## src/design/adpcm_pkg.sv

```systemverilog
// shared types and constants of the 4-bit adpcm encoder
// no dependencies, imported by adpcm_4bit_encoder and by the testbench

package adpcm_pkg;

    localparam int SMP_W  = 16;
    localparam int STEP_W = 15;
    localparam int SCL_W  = 10;
    localparam int ACC_W  = 24;
    localparam int REM_W  = 18;

    localparam logic [STEP_W-1:0] STEP_MIN = 15'd127;
    localparam logic [STEP_W-1:0] STEP_MAX = 15'd24576;

    typedef enum logic [2:0] {
        S_IDLE,
        S_LOAD,
        S_DIV,
        S_MUL,
        S_CLAMP,
        S_EMIT
    } t_state;

    typedef struct packed {
        logic load;
        logic div;
        logic mul;
        logic clamp;
        logic emit;
    } t_ctrl;

    // step scale factor per magnitude code
    function automatic logic [SCL_W-1:0] scale_of(input logic [2:0] m);
        logic [SCL_W-1:0] s;
        case (m)
            3'd4:    s = 10'd307;
            3'd5:    s = 10'd409;
            3'd6:    s = 10'd512;
            3'd7:    s = 10'd614;
            default: s = 10'd230;
        endcase
        return s;
    endfunction

endpackage

```

## src/design/adpcm_4bit_encoder.sv

```systemverilog
// 4-bit adaptive differential pcm encoder, two samples per input word
// depends on adpcm_pkg for the state type, control struct and scale table
//
// pace set by the bit-serial quotient and the 2-bit-per-cycle shift-add step multiplier;
//   a word is accepted only in idle, after the byte of the previous word has been emitted
// a finished byte waits in the output register while the next word is accepted
// reset: synchronous active low, predictor 0, step 127, no byte pending

module adpcm_4bit_encoder
    import adpcm_pkg::*;
(
    input  logic                     i_clk,
    input  logic                     i_rst_n,
    // input channel
    input  logic                     i_valid,
    output logic                     o_stall,
    input  logic signed [SMP_W-1:0]  i_first_sample,
    input  logic signed [SMP_W-1:0]  i_second_sample,
    input  logic                     i_restart,
    input  logic                     i_last_pair,
    // output channel
    output logic                     o_valid,
    input  logic                     i_stall,
    output logic [7:0]               o_encoded_byte,
    output logic                     o_last_byte
);

    // control state
    t_state            r_state, n_state;
    t_ctrl             c;
    logic [2:0]        r_cnt;
    logic              r_half;
    logic              r_out_valid;

    // codec state
    logic signed [SMP_W-1:0] r_pred;
    logic [STEP_W-1:0]       r_step;

    // datapath
    logic signed [SMP_W-1:0] r_smp1, r_smp2;
    logic                    r_last;
    logic [REM_W-1:0]        r_rem;     // 4*|delta|, shrinks as quotient bits come out
    logic [REM_W-1:0]        r_div;     // 8*step, shifted right one bit per cycle
    logic                    r_sat;     // quotient would reach 8, code pins at 7
    logic [2:0]              r_q;
    logic                    r_neg;
    logic [ACC_W-1:0]        r_acc;     // step * scale, built two bits of scale per cycle
    logic [ACC_W-1:0]        r_mcand;
    logic [SCL_W-1:0]        r_scale;
    logic [3:0]              r_code_hi, r_code_lo;
    logic [7:0]              r_out_byte;
    logic                    r_out_last;

    logic accept_in, out_free;
    assign accept_in = i_valid && !o_stall;
    assign out_free  = !r_out_valid || !i_stall;

    // ---------------------------------------------------------------
    // next state
    always_comb begin
        n_state = r_state;
        case (r_state)
            S_IDLE:  if (i_valid) n_state = S_LOAD;
            S_LOAD:  n_state = S_DIV;
            S_DIV:   if (r_cnt == 3'd0) n_state = S_MUL;
            S_MUL:   if (r_cnt == 3'd0) n_state = S_CLAMP;
            S_CLAMP: n_state = r_half ? S_EMIT : S_LOAD;
            S_EMIT:  if (out_free) n_state = S_IDLE;
            default: n_state = S_IDLE;
        endcase
    end

    // state decode
    always_comb begin
        c       = '0;
        o_stall = 1'b1;
        case (r_state)
            S_IDLE:  o_stall = 1'b0;
            S_LOAD:  c.load  = 1'b1;
            S_DIV:   c.div   = 1'b1;
            S_MUL:   c.mul   = 1'b1;
            S_CLAMP: c.clamp = 1'b1;
            S_EMIT:  c.emit  = out_free;
            default: o_stall = 1'b1;
        endcase
    end

    // ---------------------------------------------------------------
    // delta and magnitude of the sample in hand
    logic signed [SMP_W-1:0] cur_smp;
    logic signed [SMP_W:0]   delta;
    logic [SMP_W:0]          mag_full;
    assign cur_smp  = r_half ? r_smp2 : r_smp1;
    assign delta    = {cur_smp[SMP_W-1], cur_smp} - {r_pred[SMP_W-1], r_pred};
    assign mag_full = delta[SMP_W] ? (~delta + 1'b1) : delta;

    // one quotient bit per cycle
    logic             ge;
    logic [2:0]       n_q;
    logic [REM_W-1:0] n_rem;
    logic [2:0]       m_final;
    always_comb begin
        ge    = (r_rem >= r_div);
        n_q   = r_q;
        n_rem = r_rem;
        if (r_cnt != 3'd3 && !r_sat && ge) begin
            n_rem        = r_rem - r_div;
            n_q[r_cnt[1:0]] = 1'b1;
        end
        m_final = r_sat ? 3'd7 : n_q;
    end

    // predictor update: step*(2m+1)/8 toward zero, then saturate
    logic [18:0]         prod_d;
    logic [SMP_W-1:0]    adj;
    logic signed [17:0]  p_sum;
    logic signed [SMP_W-1:0] p_sat;
    always_comb begin
        prod_d = 19'(r_step) * 19'({r_q, 1'b1});
        adj    = prod_d[18:3];
        p_sum  = r_neg ? (18'(r_pred) - $signed({2'b00, adj}))
                       : (18'(r_pred) + $signed({2'b00, adj}));
        if (p_sum > 18'sd32767)
            p_sat = 16'sh7fff;
        else if (p_sum < -18'sd32768)
            p_sat = 16'sh8000;
        else
            p_sat = p_sum[SMP_W-1:0];
    end

    // one scale digit of the step multiply
    logic [ACC_W+1:0] partial;
    always_comb begin
        case (r_scale[1:0])
            2'd1:    partial = {2'b00, r_mcand};
            2'd2:    partial = {1'b0, r_mcand, 1'b0};
            2'd3:    partial = {2'b00, r_mcand} + {1'b0, r_mcand, 1'b0};
            default: partial = '0;
        endcase
    end

    // step clamp
    logic [SMP_W-1:0]  s_raw;
    logic [STEP_W-1:0] s_clamp;
    always_comb begin
        s_raw = r_acc[ACC_W-1:8];
        if (s_raw < 16'(STEP_MIN))
            s_clamp = STEP_MIN;
        else if (s_raw > 16'(STEP_MAX))
            s_clamp = STEP_MAX;
        else
            s_clamp = s_raw[STEP_W-1:0];
    end

    // ---------------------------------------------------------------
    // control and codec state registers
    always_ff @(posedge i_clk) begin
        if (!i_rst_n) begin
            r_state     <= S_IDLE;
            r_cnt       <= '0;
            r_half      <= 1'b0;
            r_out_valid <= 1'b0;
            r_pred      <= '0;
            r_step      <= STEP_MIN;
        end else begin
            r_state <= n_state;
            if (accept_in) begin
                r_half <= 1'b0;
                if (i_restart) begin
                    r_pred <= '0;
                    r_step <= STEP_MIN;
                end
            end
            if (c.load)
                r_cnt <= 3'd3;
            else if (c.div)
                r_cnt <= (r_cnt == 3'd0) ? 3'd4 : r_cnt - 3'd1;
            else if (c.mul)
                r_cnt <= r_cnt - 3'd1;
            // predictor moves in the first multiply cycle, once the code is known
            if (c.mul && r_cnt == 3'd4)
                r_pred <= p_sat;
            if (c.clamp) begin
                r_step <= s_clamp;
                r_half <= 1'b1;
            end
            if (c.emit)
                r_out_valid <= 1'b1;
            else if (!i_stall)
                r_out_valid <= 1'b0;
        end
    end

    // datapath registers
    always_ff @(posedge i_clk) begin
        if (accept_in) begin
            r_smp1 <= i_first_sample;
            r_smp2 <= i_second_sample;
            r_last <= i_last_pair;
        end
        if (c.load) begin
            r_neg <= delta[SMP_W];
            r_rem <= {mag_full[SMP_W-1:0], 2'b00};
            r_div <= {r_step, 3'b000};
            r_sat <= 1'b0;
            r_q   <= '0;
        end
        if (c.div) begin
            if (r_cnt == 3'd3)
                r_sat <= ge;
            r_rem <= n_rem;
            r_div <= r_div >> 1;
            if (r_cnt == 3'd0) begin
                r_q     <= m_final;
                r_mcand <= ACC_W'(r_step);
                r_scale <= scale_of(m_final);
                r_acc   <= '0;
            end else begin
                r_q <= n_q;
            end
        end
        if (c.mul) begin
            r_acc   <= r_acc + partial[ACC_W-1:0];
            r_mcand <= r_mcand << 2;
            r_scale <= r_scale >> 2;
        end
        if (c.clamp) begin
            if (r_half)
                r_code_lo <= {r_neg, r_q};
            else
                r_code_hi <= {r_neg, r_q};
        end
        if (c.emit) begin
            r_out_byte <= {r_code_hi, r_code_lo};
            r_out_last <= r_last;
        end
    end

    assign o_valid        = r_out_valid;
    assign o_encoded_byte = r_out_byte;
    assign o_last_byte    = r_out_last;

    // ---------------------------------------------------------------
    // checks
    a_step_range: assert property (@(posedge i_clk) disable iff (!i_rst_n)
        (r_step >= STEP_MIN) && (r_step <= STEP_MAX))
        else $error("step left its range");

    a_busy_after_accept: assert property (@(posedge i_clk) disable iff (!i_rst_n)
        accept_in |=> o_stall)
        else $error("word accepted while previous word still in work");

    a_div_count: assert property (@(posedge i_clk) disable iff (!i_rst_n)
        (r_state == S_DIV) |-> (r_cnt <= 3'd3))
        else $error("quotient counter out of range");

    a_sat_code: assert property (@(posedge i_clk) disable iff (!i_rst_n)
        (r_state == S_MUL && r_sat) |-> (r_q == 3'd7))
        else $error("saturated quotient not pinned to seven");

    a_emit_valid: assert property (@(posedge i_clk) disable iff (!i_rst_n)
        (r_state == S_EMIT && out_free) |=> r_out_valid)
        else $error("finished byte not presented");

endmodule

```

## config.mk

```make
export PLATFORM = sky130hd
export DESIGN_NAME = adpcm_4bit_encoder
export DESIGN_NICKNAME = d
export VERILOG_FILES = /design/src/design/adpcm_pkg.sv /design/src/design/adpcm_4bit_encoder.sv
export SDC_FILE = /design/constraint.sdc
export NUM_CORES = 1
export LEC_CHECK = 0
export ABC_CLOCK_PERIOD_IN_PS = 6900
export BUFFER_PORTS_ARGS = -buffer_cell sky130_fd_sc_hd__buf_2
export CAP_MARGIN = 15
export CORE_AREA = 3 3 175 177
export CTS_CLUSTER_DIAMETER = 120
export DETAILED_ROUTE_END_ITERATION = 16
export DIE_AREA = 0 0 178 180
export PLACE_DENSITY = 0.68
export SYNTH_ARGS = -nofsm -noshare
export SYNTH_HDL_FRONTEND = slang
export SYNTH_SLANG_ARGS = --single-unit
```

## constraint.sdc

```tcl
create_clock -name i_clk -period 6.9 [get_ports i_clk]
set_input_delay 1.035 -clock i_clk [delete_from_list [all_inputs] [get_ports i_clk]]
set_output_delay 1.035 -clock i_clk [all_outputs]
set_load 0.01 [all_outputs]
```

After elaboration in Yosys (flattened, before gate mapping)
Index checks and enable logic that the tools add are counted.
{"block": "word_totals", "reg_bits": 188, "output_inout_bits": 11, "elab_cells": 153}
{"block": "classes", "n_addsub": 8, "n_mul": 1, "magnitude_cmp": 7, "n_eq_ne": 21, "n_mux": 59, "bitwise": 4, "n_reduce_logical": 28}
{"op": "2-to-1 mux 24 bit", "n": 6}
{"op": "2-to-1 mux 16 bit", "n": 7}
{"op": "2-to-1 mux 15 bit", "n": 5}
{"op": "2-to-1 mux 18 bit", "n": 4}
{"op": "case mux 24 bit (3 select lines)", "n": 1}
{"op": "adder 24 bit", "n": 2}
{"op": "case mux 10 bit (4 select lines)", "n": 1}
{"op": "2-to-1 mux 3 bit", "n": 13}
{"op": "2-to-1 mux 17 bit", "n": 2}
{"op": "2-to-1 mux 8 bit", "n": 3}
{"op": "equality test 3 bit (second input constant)", "n": 7}
{"op": "multiplier 15 x 4 -> 19 bit", "n": 1}
{"op": "adder 16 x 17 -> 18 bit", "n": 1}
{"op": "greater-or-equal comparator 18 bit", "n": 1}
{"op": "greater-than comparator 18 x 16 -> 1 bit (second input constant)", "n": 1}
{"op": "less-than comparator 18 x 16 -> 1 bit (second input constant)", "n": 1}
{"op": "case mux 3 bit (6 select lines)", "n": 1}
{"op": "subtractor 16 x 17 -> 18 bit", "n": 1}
{"op": "subtractor 18 bit", "n": 1}
{"op": "subtractor 16 x 16 -> 17 bit", "n": 1}
{"op": "adder 16 x 1 -> 16 bit (second input constant)", "n": 1}
{"op": "greater-than comparator 16 x 15 -> 1 bit (second input constant)", "n": 1}
{"op": "less-than comparator 16 x 7 -> 1 bit (second input constant)", "n": 1}
{"op": "NOT 16 bit", "n": 1}
{"op": "24 further kinds", "n": 64}

Longest topological paths before layout
{"block": "logic_depth", "depth_word": 12, "mapped_depth": 28, "ltp_nobuf": 25}

Least setup slack after synthesis
OpenSTA, ideal clock, no wires.
{"block": "synth_path", "path_type": "register to register", "startpoint": "register r_q[0]", "endpoint": "register r_pred[4]", "setup_ps": 75, "arrival_time_ps": 6351, "slack_ps": 474, "stages_incl_launch_ff": 23, "n_path_buf": 2, "cell_sequence": "edfxtp_1 -> clkbuf_1 -> and2_1 -> fa_1 -> fa_1 -> fa_1 -> a21o_1 -> a221oi_2 -> xnor2_1 -> nor4b_2 -> o2111a_1 -> a31oi_1 -> xor2_1 -> ha_1 -> a2111o_1 -> o41ai_1 -> o21ba_2 -> o21ai_0 -> xnor3_1 -> nor2_2 -> nand3_2 -> buf_6 -> a31oi_1"}
{"block": "synth_between", "elab_chain_cells": 7}
{"item": "from (decl)", "line": "adpcm_4bit_encoder.sv:45", "text": "logic [2:0] r_q;"}
{"item": "from (signal assigned)", "line": "adpcm_4bit_encoder.sv:214", "text": "r_q <= m_final;"}
{"item": "from (signal assigned)", "line": "adpcm_4bit_encoder.sv:219", "text": "r_q <= n_q;"}
{"item": "multiplier 15 x 4 -> 19 bit *", "line": "adpcm_4bit_encoder.sv:119", "text": "prod_d = 19'(r_step) * 19'({r_q, 1'b1});"}
{"item": "adder 16 x 17 -> 18 bit or subtractor 16 x 17 -> 18 bit (tied branches)", "line": "adpcm_4bit_encoder.sv:122, adpcm_4bit_encoder.sv:121"}
{"item": "2-to-1 mux 18 bit *", "line": "adpcm_4bit_encoder.sv:121", "text": "p_sum = r_neg ? (18'(r_pred) - $signed({2'b00, adj}))"}
{"item": "less-than comparator 18 x 16 -> 1 bit", "line": "adpcm_4bit_encoder.sv:125", "text": "else if (p_sum < -18'sd32768)"}
{"item": "2-to-1 mux 16 bit", "line": "adpcm_4bit_encoder.sv:125"}
{"item": "2-to-1 mux 16 bit *", "line": "adpcm_4bit_encoder.sv:123", "text": "if (p_sum > 18'sd32767)"}
{"item": "2-to-1 mux 16 bit *", "line": "adpcm_4bit_encoder.sv:181", "text": "if (c.mul && r_cnt == 3'd4)"}
{"item": "to (signal assigned)", "line": "adpcm_4bit_encoder.sv:182", "text": "r_pred <= p_sat;"}
{"item": "to (decl)", "line": "adpcm_4bit_encoder.sv:36", "text": "logic signed [SMP_W-1:0] r_pred;"}
Mark *: on every way between the ends. The rest lies on a longest branch, timed or not.
A chain may end at the register's enable or synchronous reset.

Worst setup path after layout
{"block": "layout_path", "startpoint": "register r_q[0]", "endpoint": "register r_pred[6]"}
The elaborated chain is that of the path after synthesis.

==> results.md <==
Critical path:
- In this design, the stage delay of the slowest critical-path cell is 0.50 ns.
- The classification of the worst setup path is reg2reg.
- The cell with the largest stage delay on the worst path is sky130_fd_sc_hd__fa_1.
- At the worst endpoint, the required time is around 7.3 ns.
- The type of element launching the critical path is a register.
- For the worst setup path, the data arrival time is 7.01 ns.
- The critical-path maximum fanout is 15.
- The capturing element type of the critical path is a register.

Synth:
- Of the total synthesized cell area, the portion taken by AND, OR, NAND and NOR gates is 0.162.
- The number of synthesized flops with an enable pin is between 100 and 150.
- When the netlist entered floorplanning its net count stood at 1751.
- The sequential cell area fraction in the yosys report is 0.357.
- The share of the synthesized area in the top cell type is 0.295.
- After synthesis, the share of flip-flops with an asynchronous set or reset is 0.
- After synthesis, the share of cell area in mux cells is 0.0287.
- Of the total synthesized cell area, the portion taken by XOR and XNOR cells is 0.0680.
- The largest family of logic cells by synthesized area is compound AO/OA/AOI/OAI gates.
- The synthesized design spends more area on one cell type than any other, namely sky130_fd_sc_hd__edfxtp_1.
- The share of synthesized cell area in full adder, half adder and majority cells is 0.150.
- The total standard cell area after synthesis is 0.0146 sq mm.
- Synthesis inferred ~190 register bits.
- For this run, the number of Yosys warnings is 0.
- The synthesized-area fraction occupied by ao, oa, aoi and oai cells was 0.191.
- The most used flip-flop cell after synthesis is sky130_fd_sc_hd__edfxtp_1.
- The mean instance size in the synthesized netlist is 9.35 sq um.
- The number of instances in the synthesized netlist is 1557.
- The count of cell types in the netlist is roughly 80.
- By area the synthesized netlist is led by sky130_fd_sc_hd__edfxtp_1, sky130_fd_sc_hd__ha_1, sky130_fd_sc_hd__dfxtp_1.

STA:
- The worst pin sits at a relative slew slack of 0.346.
- The achievable clock frequency is 150 MHz.
- For the pin with the worst max-slew slack, the measured transition is around 1 ns.
- The final-report max-slew violation count is 0.
- The count of endpoints failing setup in the final report is 0.
- The count of endpoints failing hold in the final timing report is 0.
- The setup TNS is 0 ns.
- The minimum period implied by the final worst setup slack is 6.65 ns.
- Dividing the final minimum period by the clock period gives 0.964.
- The clock tree skew after final layout is 0.0122 ns.

Routing:
- The met2 routed wirelength is 15200 microns.
- The detailed router finished its first iteration with 862 violations.
- The final routed DRC violation total is 0.
- The highest layer touched by signal routing is met4.
- The average detailed-routed wire length per instance is roughly 17 microns.
- Summed over all nets, wire length on met3 after detailed routing comes to about 1300 microns.
- The sum of routed wire length over all layers is 34000 microns.
- The routed layout has 11518 vias.
- The remaining antenna violation count after routing is 0.
- After detailed routing, the wire length on met1 is 17000 microns.
- For this run, the detailed router's first-pass iteration total came to 5.
- The average vias per placed instance is 5.73.

Cells and area:
- The most common cell after layout, fill and taps aside is sky130_fd_sc_hd__edfxtp_1.
- The synthesis-to-finish area growth is 9.98%.
- The library cells used most frequently in the layout, excluding fill and tap cells, are sky130_fd_sc_hd__edfxtp_1, sky130_fd_sc_hd__a21oi_1, sky130_fd_sc_hd__ha_1.
- Summing all flip-flop and latch instances after layout gives 0.00519 sq mm.
- The share of post-route cells with drive strength above 1 is 0.106.
- The multi-input logic area is around 0.009 sq mm.
- The repair_antennas step left the layout with diodes totalling 0.
- The filler cells instantiated in the layout total 2632.
- At the end of the flow, the number of nets in the layout was 1800.
- The final instance count without filler cells is 2009.

Floorplanning:
- The count of boundary I/O pins is a little under 50.
- The initial standard-cell utilization of the core is 0.495.
- The horizontal die dimension is 178 microns.
- After floorplanning, the core was divided into 63 placement rows.
- The placeable core area is 0.0294 sq mm.
- The die covers 0.0320 sq mm.
- The die is 180 microns tall.

Clock network:
- For the worst-skew pair, the clock arrives at the later sink with an insertion delay of 0.45 ns.
- The clock net sink count is roughly 190.
- In this run the clock root is driven by a sky130_fd_sc_hd__clkbuf_16.
- The clock-pin slew reported for the worst setup and hold paths after clock tree synthesis is 0.08 ns.
- The number of hold-repair buffers added at the cts stage is 0.
- The clock passes through at most 2 buffers.
- In this run the number of H-tree levels came out at 4.
- Clock tree synthesis inserted a total of 17 buffers.
- The CTS tree is built.

Outcome:
- The flow ran to the end, and the final reports show no timing, DRC or antenna violations.

GRT:
- The total grt overflow is 0.
- The global-route wire length before repair is between 50000 and 60000 microns.
- The overall fraction of global-route tracks in use is 0.214.
- The pin count of the biggest net entering global routing is 52.
- The number of antenna violations at the first check in global routing is 0.
- The number of global-route vias before repair is 11117.

Power:
- Across the VDD grid, the largest voltage drop is 0.299 mV.
- Dividing total power by cell area gives a power density of 406 mW/mm^2.
- For this design the static power due to leakage is 6.61 nW.
- The overall power consumption is 6.51 mW.

Placement:
- The final weighted congestion in routability-driven placement is just over 0.9.
- The number of placed instances, taps included is 1972.
- In this run the tool buffered the top-level ports with 48 buffer cells.
- The HPWL after detailed placement is ~26000 microns.

Flow run:
- Max-cap violations in this run came to 0.

Hold path:
- In this run the worst hold path is classified as reg2reg.
## cell families (layout without fill, tap and decap cells)
logic type      count (synthesis)  in the layout
xor+xnor                      110            110
simple gates                  472            472
mux                            38             38
buf+inv                       163            225
compound gates                430            430
flops                         188            188
fa+ha+maj                     156            156
## cell type report
type                            count  share of cell area
Multi-Input combinational cell   1206               0.550
Sequential cell                   188               0.324
Clock buffer                       22              0.0330
Tap cell                          390              0.0305
Timing Repair Buffer               75              0.0284
Inverter                          118              0.0277
Clock inverter                     10             0.00570
## metal layers
metal / vias up / global-route usage
met2: 235 / 0.333
met5: - / 0
met3: 42 / 0.0327
met4: 0 / 0.0550
met1: 5496 / 0.312
li1: 5745 / -
## stage by stage
stage          utilization  setup WS [ns]  hold WS (ns)  cell area [sq um]
6_report             0.545          0.251         0.420              16000
4_1_cts              0.541         0.0522         0.421              15900
3_3_place_gp         0.520          0.181         0.405              15300
3_5_place_dp         0.520         0.0149         0.405              15300
2_1_floorplan            -          0.474         0.400              14600
5_1_grt              0.545        -0.0842         0.436              16000
## worst paths after layout
check / from / endpoint / slack [ns] / depth (start not counted)
worst max-delay path: r_q[0] / r_pred[6] / 0.25 / 29
worst min-delay path: r_code_hi[1] / o_encoded_byte[5] / 0.42 / 0
worst max register to register: r_q[0] / r_pred[6] / 0.25 / 29
worst min register to register: r_code_hi[1] / o_encoded_byte[5] / 0.42 / 0
## state kept, by name, indices dropped and copies added, names as in the netlist
signal / cells
r_rem: 18
r_mcand: 24
r_q: 3
r_div: 18
r_scale: 10
r_pred: 16
r_neg: 1
r_sat: 1
r_step: 15
r_smp2: 16
r_cnt: 3
o_valid: 1
o_encoded_byte: 8
o_last_byte: 1
r_acc: 24
r_state: 3
r_last: 1
r_code_hi: 4
r_half: 1
r_smp1: 16
r_code_lo: 4
## Yosys cell counts, types with 30 or more instances
| library cell | number |
|---|---|
| sky130_fd_sc_hd__mux2_2 | 30 |
| sky130_fd_sc_hd__a21o_1 | 38 |
| sky130_fd_sc_hd__a31oi_1 | 32 |
| sky130_fd_sc_hd__fa_1 | 31 |
| sky130_fd_sc_hd__ha_1 | 125 |
| sky130_fd_sc_hd__a21oi_1 | 128 |
| sky130_fd_sc_hd__dfxtp_1 | 45 |
| sky130_fd_sc_hd__and2_1 | 64 |
| sky130_fd_sc_hd__nor3_1 | 34 |
| sky130_fd_sc_hd__nand2_1 | 112 |
| sky130_fd_sc_hd__inv_1 | 116 |
| sky130_fd_sc_hd__o21ai_0 | 85 |
| sky130_fd_sc_hd__xor2_1 | 43 |
| sky130_fd_sc_hd__edfxtp_1 | 143 |
| sky130_fd_sc_hd__clkbuf_1 | 39 |
| sky130_fd_sc_hd__xnor2_1 | 65 |
| sky130_fd_sc_hd__nor2_1 | 124 |
## worst max-delay path, delay by kind of cell (launching register included)
family	cells	cell delay (ns)
buffers and inverters	7	0.85
DFF	1	0.46
AOI/OAI and AO/OA	13	2.28
xor gates and xnor gates	3	0.86
and+or+nand+nor	2	0.38
adders and majority gates	4	1.70
## where the power goes
| part | internal [mW] | switching (mW) |
|---|---|---|
| Clock | 0.556 | 0.466 |
| Combinational | 1.68 | 2.23 |
| Sequential | 1.45 | 0.119 |
| Total | 3.69 | 2.82 |
## what timing repair did
action,4_1_cts,5_1_grt
buffers inserted,1,4
pin swaps,1,2
resized for setup,0,12
endpoints found under the setup margin,2,15
Note: power is estimated with default switching activity, not from simulation.
